File: src/sv/assert_macros.svh
// Assertion macros used by the RTL tokenizer.
`ifndef ASSERT_MACROS_SVH
`define ASSERT_MACROS_SVH

`ifndef SYNTHESIS
// Same-cycle implication.
`define AET_ASSERT_IMP(lbl, clk, rst, ante, cons, msg) \
   lbl: assert property (@(posedge clk) disable iff (rst) (ante) |-> (cons)) \
      else $error(msg);
// Next-cycle implication.
`define AET_ASSERT_NXT(lbl, clk, rst, ante, cons, msg) \
   lbl: assert property (@(posedge clk) disable iff (rst) (ante) |=> (cons)) \
      else $error(msg);
`else
`define AET_ASSERT_IMP(lbl, clk, rst, ante, cons, msg)
`define AET_ASSERT_NXT(lbl, clk, rst, ante, cons, msg)
`endif

`endif

File: src/sv/aet_pkg.sv
package aet_pkg;

   // Input modes
   localparam logic [1:0] MODE_CHAR = 2'd0;
   localparam logic [1:0] MODE_EOL  = 2'd1;
   localparam logic [1:0] MODE_EOI  = 2'd2;
   localparam logic [1:0] MODE_NONE = 2'd3;

   // Result kinds
   localparam logic [1:0] KIND_NUMBER = 2'd0;
   localparam logic [1:0] KIND_OPER   = 2'd1;
   localparam logic [1:0] KIND_END    = 2'd2;
   localparam logic [1:0] KIND_ERROR  = 2'd3;

   // Character codes
   localparam logic [7:0] CH_LPAREN = 8'h28;
   localparam logic [7:0] CH_RPAREN = 8'h29;
   localparam logic [7:0] CH_STAR   = 8'h2A;
   localparam logic [7:0] CH_PLUS   = 8'h2B;
   localparam logic [7:0] CH_MINUS  = 8'h2D;
   localparam logic [7:0] CH_DOT    = 8'h2E;
   localparam logic [7:0] CH_SLASH  = 8'h2F;
   localparam logic [7:0] CH_ZERO   = 8'h30;
   localparam logic [7:0] CH_NINE   = 8'h39;
   localparam logic [7:0] CH_SPACE  = 8'h20;
   localparam logic [7:0] CH_TAB    = 8'h09;
   localparam logic [7:0] CH_CR     = 8'h0D;

   typedef struct packed {
      logic [1:0] mode;
      logic [7:0] char_code;
   } req_type;

   typedef struct packed {
      logic [1:0]  kind;
      logic [15:0] line_no;
      logic [15:0] column_no;
      logic [15:0] token_length;
      logic [7:0]  op_char;
      logic        last_of_run;
   } rsp_type;

endpackage

File: src/sv/aet_stream_if.sv
// Valid/ready channel carrying one payload item per handshake.
interface aet_stream_if #(
   parameter type payload_type = logic [0:0]
);
   logic        valid;
   logic        ready;
   payload_type payload;

   modport source (output valid, output payload, input ready);
   modport sink   (input valid, input payload, output ready);
endinterface

File: src/sv/arith_expr_tokenizer.sv
// Arithmetic expression tokenizer. Characters enter on req_if (mode 0 with a
// byte, mode 1 end of line, mode 2 end of input) and tokens leave on rsp_if:
// operators ( ) + - * /, numbers with at most one interior dot, END, or one
// syntax error after which the block drops all input until reset. An item is
// taken every cycle while the result buffer has room; it passes the input
// register, then the token logic writes a two-entry result buffer. An item
// that yields two results (a number closed by an operator or by end of
// input) needs the result buffer empty, so it holds the input register until
// the buffer drains, and the next item that yields a result then waits for a
// free buffer entry. Line and column counts are POSITION_BITS wide and
// saturate; the output fields carry their low 16 bits. No clearing pass after
// reset.
`include "assert_macros.svh"

module arith_expr_tokenizer #(
   parameter int POSITION_BITS = 16
) (
   input  logic          clock,
   input  logic          reset,
   aet_stream_if.sink    req_if,
   aet_stream_if.source  rsp_if
);

   localparam int P = POSITION_BITS;

   // Input register
   logic              in_valid_ff;
   aet_pkg::req_type  in_item_ff;

   // Tokenizer state
   logic [P-1:0] line_count_ff, line_count_in;
   logic [P-1:0] column_count_ff, column_count_in;
   logic         number_active_ff, number_active_in;
   logic [P-1:0] number_start_ff, number_start_in;
   logic         number_has_dot_ff, number_has_dot_in;
   logic         dot_pending_ff, dot_pending_in;
   logic         dot_misplaced_ff, dot_misplaced_in;
   logic         halted_ff, halted_in;

   // Result buffer, slot0 is the head
   aet_pkg::rsp_type slot0_ff, slot0_in;
   aet_pkg::rsp_type slot1_ff, slot1_in;
   logic [1:0]       count_ff, count_in;

   // Step logic signals
   logic [P-1:0]     here;
   logic             is_digit;
   logic             is_oper;
   logic             is_space;
   logic [P:0]       num_len;
   logic [P+16:0]    num_len_ext;
   aet_pkg::rsp_type num_tok;
   aet_pkg::rsp_type res0, res1;
   logic [1:0]       n_res;
   logic             fits;
   logic             fire;
   logic             pop;
   logic [1:0]       push_n;

   function automatic logic [P-1:0] sat_inc(input logic [P-1:0] v);
      return (v == {P{1'b1}}) ? v : v + {{(P-1){1'b0}}, 1'b1};
   endfunction

   function automatic logic [15:0] low16(input logic [P-1:0] v);
      logic [P+15:0] ext;
      ext = {16'd0, v};
      return ext[15:0];
   endfunction

   // Character classes and the number token that a flush would emit
   always_comb begin
      here     = sat_inc(column_count_ff);
      is_digit = (in_item_ff.mode == aet_pkg::MODE_CHAR) &&
                 (in_item_ff.char_code inside {[aet_pkg::CH_ZERO:aet_pkg::CH_NINE]});
      is_oper  = in_item_ff.char_code inside {aet_pkg::CH_LPAREN, aet_pkg::CH_RPAREN,
                                              aet_pkg::CH_PLUS, aet_pkg::CH_MINUS,
                                              aet_pkg::CH_STAR, aet_pkg::CH_SLASH};
      is_space = in_item_ff.char_code inside {[aet_pkg::CH_TAB:aet_pkg::CH_CR],
                                              aet_pkg::CH_SPACE};
      num_len  = {1'b0, column_count_ff} - {1'b0, number_start_ff} +
                 {{P{1'b0}}, 1'b1};
      num_len_ext = {16'd0, num_len};
      num_tok.kind         = aet_pkg::KIND_NUMBER;
      num_tok.line_no      = low16(line_count_ff);
      num_tok.column_no    = low16(number_start_ff);
      num_tok.token_length = num_len_ext[15:0];
      num_tok.op_char      = 8'd0;
      num_tok.last_of_run  = 1'b0;
   end

   // One tokenizer step for the item in the input register
   always_comb begin
      line_count_in     = line_count_ff;
      column_count_in   = column_count_ff;
      number_active_in  = number_active_ff;
      number_start_in   = number_start_ff;
      number_has_dot_in = number_has_dot_ff;
      dot_pending_in    = dot_pending_ff;
      dot_misplaced_in  = dot_misplaced_ff;
      halted_in         = halted_ff;
      res0  = '0;
      res1  = '0;
      n_res = 2'd0;

      if (!halted_ff && in_item_ff.mode != aet_pkg::MODE_NONE) begin
         if (dot_pending_ff && (!is_digit || dot_misplaced_ff)) begin
            // dot not followed by a digit, or a dot where none may stand
            res0.kind      = aet_pkg::KIND_ERROR;
            res0.line_no   = low16(line_count_ff);
            res0.column_no = is_digit ? low16(column_count_ff) : low16(here);
            n_res          = 2'd1;
            halted_in      = 1'b1;
            dot_pending_in   = 1'b0;
            dot_misplaced_in = 1'b0;
         end else begin
            dot_pending_in   = 1'b0;
            dot_misplaced_in = 1'b0;
            case (in_item_ff.mode)
               aet_pkg::MODE_CHAR: begin
                  if (is_oper) begin
                     if (number_active_ff) begin
                        res0  = num_tok;
                        n_res = 2'd1;
                     end
                     number_active_in  = 1'b0;
                     number_has_dot_in = 1'b0;
                     if (number_active_ff) begin
                        res1.kind         = aet_pkg::KIND_OPER;
                        res1.line_no      = low16(line_count_ff);
                        res1.column_no    = low16(here);
                        res1.token_length = 16'd1;
                        res1.op_char      = in_item_ff.char_code;
                        n_res             = 2'd2;
                     end else begin
                        res0.kind         = aet_pkg::KIND_OPER;
                        res0.line_no      = low16(line_count_ff);
                        res0.column_no    = low16(here);
                        res0.token_length = 16'd1;
                        res0.op_char      = in_item_ff.char_code;
                        n_res             = 2'd1;
                     end
                     column_count_in = here;
                  end else if (is_space) begin
                     if (number_active_ff) begin
                        res0  = num_tok;
                        n_res = 2'd1;
                     end
                     number_active_in  = 1'b0;
                     number_has_dot_in = 1'b0;
                     column_count_in   = here;
                  end else if (in_item_ff.char_code == aet_pkg::CH_DOT) begin
                     dot_misplaced_in = !number_active_ff || number_has_dot_ff;
                     if (number_active_ff && !number_has_dot_ff) begin
                        number_has_dot_in = 1'b1;
                     end
                     dot_pending_in  = 1'b1;
                     column_count_in = here;
                  end else if (is_digit) begin
                     if (!number_active_ff) begin
                        number_active_in  = 1'b1;
                        number_start_in   = here;
                        number_has_dot_in = 1'b0;
                     end
                     column_count_in = here;
                  end else begin
                     // bad character; an open number is dropped
                     res0.kind      = aet_pkg::KIND_ERROR;
                     res0.line_no   = low16(line_count_ff);
                     res0.column_no = low16(here);
                     n_res          = 2'd1;
                     halted_in      = 1'b1;
                  end
               end
               aet_pkg::MODE_EOL: begin
                  if (number_active_ff) begin
                     res0  = num_tok;
                     n_res = 2'd1;
                  end
                  number_active_in  = 1'b0;
                  number_has_dot_in = 1'b0;
                  line_count_in     = sat_inc(line_count_ff);
                  column_count_in   = '0;
               end
               aet_pkg::MODE_EOI: begin
                  if (number_active_ff) begin
                     res0            = num_tok;
                     res1.kind       = aet_pkg::KIND_END;
                     res1.line_no    = low16(line_count_ff);
                     res1.column_no  = low16(here);
                     n_res           = 2'd2;
                  end else begin
                     res0.kind       = aet_pkg::KIND_END;
                     res0.line_no    = low16(line_count_ff);
                     res0.column_no  = low16(here);
                     n_res           = 2'd1;
                  end
                  // back to the reset state
                  line_count_in     = {{(P-1){1'b0}}, 1'b1};
                  column_count_in   = '0;
                  number_active_in  = 1'b0;
                  number_start_in   = '0;
                  number_has_dot_in = 1'b0;
                  halted_in         = 1'b0;
               end
               default: begin
               end
            endcase
         end
      end

      // mark the final result of the item
      if (n_res == 2'd2) begin
         res1.last_of_run = 1'b1;
      end else if (n_res == 2'd1) begin
         res0.last_of_run = 1'b1;
      end
   end

   // Step only when the result buffer has room without counting a pop
   always_comb begin
      fits = (n_res == 2'd0) || (count_ff == 2'd0) ||
             ((n_res == 2'd1) && (count_ff != 2'd2));
      fire   = in_valid_ff && fits;
      pop    = rsp_if.valid && rsp_if.ready;
      push_n = fire ? n_res : 2'd0;
   end

   assign req_if.ready   = !in_valid_ff || fire;
   assign rsp_if.valid   = (count_ff != 2'd0);
   assign rsp_if.payload = slot0_ff;

   // Result buffer update: pop the head, then append
   always_comb begin
      slot0_in = slot0_ff;
      slot1_in = slot1_ff;
      count_in = count_ff;
      if (pop) begin
         slot0_in = slot1_ff;
         count_in = count_ff - 2'd1;
      end
      if (push_n != 2'd0) begin
         if (count_in == 2'd0) begin
            slot0_in = res0;
            slot1_in = res1;
         end else begin
            slot1_in = res0;
         end
      end
      count_in = count_in + push_n;
   end

   // Input register
   always_ff @(posedge clock) begin
      if (reset) begin
         in_valid_ff <= 1'b0;
      end else if (req_if.valid && req_if.ready) begin
         in_valid_ff <= 1'b1;
      end else if (fire) begin
         in_valid_ff <= 1'b0;
      end
      if (req_if.valid && req_if.ready) begin
         in_item_ff <= req_if.payload;
      end
   end

   // Tokenizer state
   always_ff @(posedge clock) begin
      if (reset) begin
         line_count_ff     <= {{(P-1){1'b0}}, 1'b1};
         column_count_ff   <= '0;
         number_active_ff  <= 1'b0;
         number_start_ff   <= '0;
         number_has_dot_ff <= 1'b0;
         dot_pending_ff    <= 1'b0;
         dot_misplaced_ff  <= 1'b0;
         halted_ff         <= 1'b0;
      end else if (fire) begin
         line_count_ff     <= line_count_in;
         column_count_ff   <= column_count_in;
         number_active_ff  <= number_active_in;
         number_start_ff   <= number_start_in;
         number_has_dot_ff <= number_has_dot_in;
         dot_pending_ff    <= dot_pending_in;
         dot_misplaced_ff  <= dot_misplaced_in;
         halted_ff         <= halted_in;
      end
   end

   // Result buffer
   always_ff @(posedge clock) begin
      if (reset) begin
         count_ff <= 2'd0;
      end else begin
         count_ff <= count_in;
      end
      slot0_ff <= slot0_in;
      slot1_ff <= slot1_in;
   end

   // Checks
   `AET_ASSERT_IMP(a_buffer_bound, clock, reset, 1'b1, count_ff != 2'd3, "result buffer overrun")
   `AET_ASSERT_NXT(a_error_halts, clock, reset, fire && (n_res == 2'd1) && (res0.kind == aet_pkg::KIND_ERROR), halted_ff, "error did not halt")
   `AET_ASSERT_NXT(a_halt_sticks, clock, reset, halted_ff, halted_ff && (push_n == 2'd0), "halt released or result after halt")

endmodule
File: src/flat_wrapper.sv
// flat-port wrapper written by rule: the top's interface ports become plain ports
module arith_expr_tokenizer_flat 
#(
   parameter int POSITION_BITS = 16
)
  (clock, reset, req_if_valid, req_if_payload, req_if_ready, rsp_if_valid, rsp_if_payload, rsp_if_ready);
  aet_stream_if req_if_i ();
  aet_stream_if rsp_if_i ();
  input  logic clock;
  input  logic reset;
  input wire logic [$bits(req_if_i.valid)-1:0] req_if_valid;
  input wire logic [$bits(req_if_i.payload)-1:0] req_if_payload;
  output wire logic [$bits(req_if_i.ready)-1:0] req_if_ready;
  output wire logic [$bits(rsp_if_i.valid)-1:0] rsp_if_valid;
  output wire logic [$bits(rsp_if_i.payload)-1:0] rsp_if_payload;
  input wire logic [$bits(rsp_if_i.ready)-1:0] rsp_if_ready;
  assign req_if_i.valid = req_if_valid;
  assign req_if_i.payload = req_if_payload;
  assign req_if_ready = req_if_i.ready;
  assign rsp_if_valid = rsp_if_i.valid;
  assign rsp_if_payload = rsp_if_i.payload;
  assign rsp_if_i.ready = rsp_if_ready;
  arith_expr_tokenizer #(.POSITION_BITS(POSITION_BITS)) u_core (.clock(clock), .reset(reset), .req_if(req_if_i), .rsp_if(rsp_if_i));
endmodule
File: config.mk
export PLATFORM = sky130hd
export DESIGN_NAME = arith_expr_tokenizer_flat
export DESIGN_NICKNAME = d
export VERILOG_FILES = /design/src/sv/aet_pkg.sv /design/src/sv/aet_stream_if.sv /design/src/sv/arith_expr_tokenizer.sv /design/src/flat_wrapper.sv
export VERILOG_INCLUDE_DIRS = /design/src /design/src/sv
export SDC_FILE = /design/constraint.sdc
export NUM_CORES = 1
export LEC_CHECK = 0
export BUFFER_PORTS_ARGS = -buffer_cell sky130_fd_sc_hd__buf_2
export CORE_AREA = 2 2 39 41
export DETAILED_ROUTE_END_ITERATION = 16
export DIE_AREA = 0 0 41 43
export PLACE_DENSITY = 0.54
export SYNTH_ARGS = -nofsm -noshare
export SYNTH_HDL_FRONTEND = slang
export SYNTH_SLANG_ARGS = --single-unit
File: constraint.sdc
create_clock -name clock -period 3.8 [get_ports clock]
set_input_delay 0.76 -clock clock [delete_from_list [all_inputs] [get_ports clock]]
set_output_delay 0.76 -clock clock [all_outputs]
set_load 0.05 [all_outputs]
Yosys cells after proc, flatten, opt, wreduce, memory -nomap -nowiden. Index checks and enable logic that the tools add are counted. W data, S select, Z words.

Output and inout bits: 3. Bits in writable memories: 0. Flip-flop bits (word level): 156. Latch bits: 0. Logic and storage cells: 86. Memories: 0. ROM bits: 0.

Shifts and indexed selects: 0. Add/sub/neg operators: 5. Div/mod/pow operators: 0. Multiply operators: 0. Bitwise operators: 3. Reduce and logical (&&, ||, !) cells: 21. Multiplexer cells: 30. Equality and inequality tests: 4. Order comparisons: 4.

Operators with widths (number): $mux W59 (4); $mux W16 (6); $mux W34 (2); $mux W42 (1); $add A16 B1 Y16 const B (2); $mux W25 (1); $eq A16 B16 Y1 const B (1); $sub A16 B16 Y16 (1); $mux W1 (12); $mux W2 (4); $reduce_bool A2 Y1 (4); $ge A1 B6 Y1 const B (1); $le A1 B6 Y1 const B (1); $logic_and A1 B1 Y1 (6); $logic_not A2 Y1 (3); $reduce_and A5 Y1 (1); $ge A1 B4 Y1 const B (1); $le A1 B4 Y1 const B (1); $reduce_and A4 Y1 (1); $logic_or A1 B1 Y1 (3); $not A1 Y1 (3); $reduce_and A3 Y1 (1); $add A2 B2 Y2 (1); $eq A2 B1 Y1 const B (1); 4 further kinds (5).

Depth between registers and ports, before layout.
Depth after elaboration: 12. Depth in mapped cells: 7.

Worst setup path before layout. Ideal clock, no wire load.

Path kind: register to output. Start: reg u_core.count_ff[0]. End: out req_if_ready. Cell stages (with the launch flop): 5. Path slack: 1.880 ns. Arrival time: 1.160 ns. Cell sequence: dfxtp_1 inv_2 ha_1 nor2b_1 nand2_1.

Word-level cells in the longest chain between the ends: 5. Elaborated cells between the ends (all ways): 7. Classes of those cells: eq/ne (1); reduce/logical (6).

Ends and longest elaborated chain: start: declaration (line arith_expr_tokenizer.sv:43) `logic [1:0] count_ff, count_in;`; start signal: assignment (line arith_expr_tokenizer.sv:294) `count_ff <= count_in;`; $ne A2 B2 Y1 / $logic_not A2 Y1 (equally long branches) (line arith_expr_tokenizer.sv:222, arith_expr_tokenizer.sv:221); $logic_and A1 B1 Y1 / $logic_or A1 B1 Y1 (equally long branches) (line arith_expr_tokenizer.sv:222, arith_expr_tokenizer.sv:221); $logic_or A1 B1 Y1 (*) (line arith_expr_tokenizer.sv:221) `fits = (n_res == 2'd0) || (count_ff == 2'd0) ||`; $logic_and A1 B1 Y1 (*) (line arith_expr_tokenizer.sv:223) `fire = in_valid_ff && fits;`; $logic_or A1 B1 Y1 (*) (line arith_expr_tokenizer.sv:228) `assign req_if.ready = !in_valid_ff || fire;`; end: declaration (line flat_wrapper.sv:13) `output wire logic [$bits(req_if_i.ready)-1:0] req_if_ready;`.

Mark *: on every way between the ends. The rest lies on a longest branch, timed or not.

Final worst setup path. Ends and elaborated chain as after synthesis.

==> flow_summary.yaml <==
power_and_ir_drop:
  switching_share: 0.424
  internal_power_uw: 172
  clock_power_share: 0.218
  cellLeakagePower_uw: 0.000170
  cellPowerDensity_nw_per_um2: 733
  power.ir.vdd_worst_mv: 0.164
  power.share.combinational: 0.462
  total_switching_power_uw: 126
  sequentialPowerShare: 0.319
worst_setup_path:
  timing.critical_path.to: "req_if_ready"
  regToRegSetupSlack_ps: 2220
  timing.critical_path.arrival_ps: 1500
  reg2regPathDepth: 6
  cp_cell_sequence: "inv_2 > ha_1 > nor2b_1 > nand2_1 > buf_2"
  worst_path_max_delay_cell: "dfxtp_1"
  worstReg2RegEnd: "u_core.slot1_ff[57]"
  worstReg2RegStart: "u_core.count_ff[0]"
  worst_setup_path_start_kind: "flop"
  startpoint: "u_core.count_ff[0]"
  crit_path_max_incr_delay_ps: 410
  worstPathRequired_ps: 3040
  timing_worst_setup_path_type: "reg2out"
  critical_path_fanouts_max: 5
  crit_path_end_kind: "output pin"
floorplanning:
  core.rowCount: 14
  core_region_area_sq_um: 1380
  initial_utilization: 0.247
  die_height_microns: 43
  design.die.area_sq_um: 1760
  io-pin-count: 8
  die_width_microns: 41
synth:
  post-synth-top-area-fraction: 0.293
  yosys_warnings: 0
  synthesis.area_sq_um: 342
  synth-edff-count: 1
  post-synth-top-count-cell: "nor2_1"
  synth_nets: 49
  synth_async_reset_ratio: 0
  synth-seq-area-share: 0.381
  postSynth.topFlopCell: "dfxtp_1"
  synth.largest_area_cell: "dfxtp_1"
  top_cells_by_instance_count_after_synthesis: "nor2_1, dfxtp_1, nand2b_1, nor2b_1"
  post_synthesis_instance_total: 42
  synth.area.top_cells: "dfxtp_1, edfxtp_1, nor2_1"
  synth-seq-cells: 6
  avg_cell_area_syn_sq_um: 8.13
  synthDistinctLibCells: 20
placed_design:
  gp_routability_congestion: 0.658
  placement.io_buffers: 6
  place.detailed.hpwl_microns: 498
  dpl_cell_area_sq_um: 380
routing:
  drt_first_iter_violations: 9
  route.detailed.vias_per_inst: 4.43
  wl_microns: 680
  via_count: 297
  remaining_drc_errors: 0
  first_pass_iters: 5
  number_of_routed_nets_with_antenna_violations: 0
  wl_per_cell_microns: 10.1
global_route:
  grtUsageTotal: 0.101
  grt_pass1_vias: 272
  number_of_antenna_violations_at_the_first_check_in_global_routing: 0
  grt_max_degree: 8
  grt_pass1_wl_microns: 1170
  grt-ovfl-total: 0
clock_tree:
  numCtsBuffers: 3
  clock_tree.buffer_depth: 2
  cts_tree: "done"
  postCtsHoldBufs: 0
  cts.root.buffer_cell: "clkbuf_4"
  post_cts.repair.setup_buffers: 0
  worst_skew_pair_later_pin_latency_ps: 250
  cts.sinks: 6
  htreeDepth: 1
  clkTransAtPathRegs_ps: 50
  post_cts.resized_instances: 0
sta:
  worst_margin_pin_slew_ps: 284
  final_hold_viol_count: 0
  setup_tns_ps: 0
  post_route_fraction_of_the_period_consumed_by_the_critical_path: 0.594
  final.setup_skew_ps: 11.8
  number_of_pins_with_negative_max_slew_slack_in_the_final_report: 0
  clock.fmax_mhz: 443
  slew_headroom: 0.810
  min_period_ps: 2260
  final.hold.worst_slack_ps: 510
  grt_setup_unrepaired: "false"
  setup_viol_count_final: 0
flow_run:
  max_cap_violations: 0
layout:
  num-nets-final: 59
  fill_cells: 161
  antenna_cells: 0
  synthToLayoutAreaGrowth_pct: 19.0
  design_area_sq_um: 407
  post_route_cells_drive_above_1_share: 0.235
run_status:
  run_status: "complete, no violations"
min_path:
  hp-class: "reg2reg"
-- kinds of logic (layout without fill, tap and decap cells) --
logic type	Yosys count	in the layout	synth area share
xor+xnor	2	2	0.0513
flops	6	6	0.381
fa+ha+maj	2	2	0.0732
buf+inv	5	14	0.0769
simple gates	20	20	0.304
compound gates	7	7	0.114
-- per-layer routing --
layer	GRT usage	up-vias	share of wire
li1	-	156	-
met1	0.120	136	0.50
met2	0.131	5	0.45
met3	0.0628	0	0.047
met4	0.0600	0	0
met5	0	-	0
-- worst max-delay path: cells and delay by family, from the launching register on --
family / cells / cell delay, ps
buffers and inverters: 2 / 290
and+or+nand+nor: 2 / 300
adders and majority gates: 1 / 250
DFF: 1 / 410
-- worst min-delay path by stage --
stage,start,endpoint,slack (ps),cells past startpoint
after detailed placement,u_core.rsp_if.payload,u_core.rsp_if.payload,500,2
after CTS,u_core.rsp_if.payload,u_core.rsp_if.payload,510,2
after floorplan,u_core.halted_ff,u_core.halted_ff,470,2
after global placement,u_core.rsp_if.payload,u_core.rsp_if.payload,480,2
after global routing,u_core.rsp_if.payload,u_core.rsp_if.payload,550,2
final,u_core.rsp_if.payload,u_core.rsp_if.payload,510,2
-- sequential cells by signal (all words and copies together), names as in the netlist --
register and cells:
u_core.slot1_ff 1, u_core.halted_ff 1, u_core.count_ff 2, u_core.rsp_if.payload 1, u_core.in_valid_ff 1
-- cell type report --
class / count / area, sq um / share of cell area
tap: 16 / 20.0 / 0.0492
clock buffer: 4 / 26.3 / 0.0646
sequential: 6 / 130 / 0.320
multi-input combinational: 31 / 185 / 0.455
timing repair buffer: 6 / 30.0 / 0.0738
inverter: 4 / 15.0 / 0.0369
-- power groups by stage --
stage | Combinational (uW) | Clock (uW) | Sequential, uW
3_3_place_gp | 136 | 0 | 95.6
3_5_place_dp | 137 | 0 | 96.0
5_1_grt | 154 | 73.6 | 96.9
2_1_floorplan | 104 | 0 | 107
6_report | 138 | 65.1 | 95.2
4_1_cts | 138 | 70.0 | 94.9
-- per-stage QoR --
step                       util  total power, uW  cells  setup slack (ps)
after detailed placement  0.275              233     63              1820
final                     0.294              298     67              1540
after global routing      0.294              324     67              1360
after floorplan               -              211     42              1880
after global placement    0.275              231     63              1820
after CTS                 0.294              303     67              1540
-- placed cells by master, fill, tap and decap left out --
cell and n:
o21ai_0 2, xnor2_1 2, nor4_1 1, clkbuf_4 3, buf_2 6, nor2b_2 1
clkbuf_1 1, nor2_1 8, ha_1 2, nand2_1 2, o21ai_1 1, a21oi_1 1
a31oi_1 2, inv_1 2, edfxtp_1 1, o22ai_1 1, dfxtp_1 5, nand2b_1 3
inv_2 2, nor3_1 1, and4_1 1, nor2b_1 3
(Power assumes the default switching activity.)
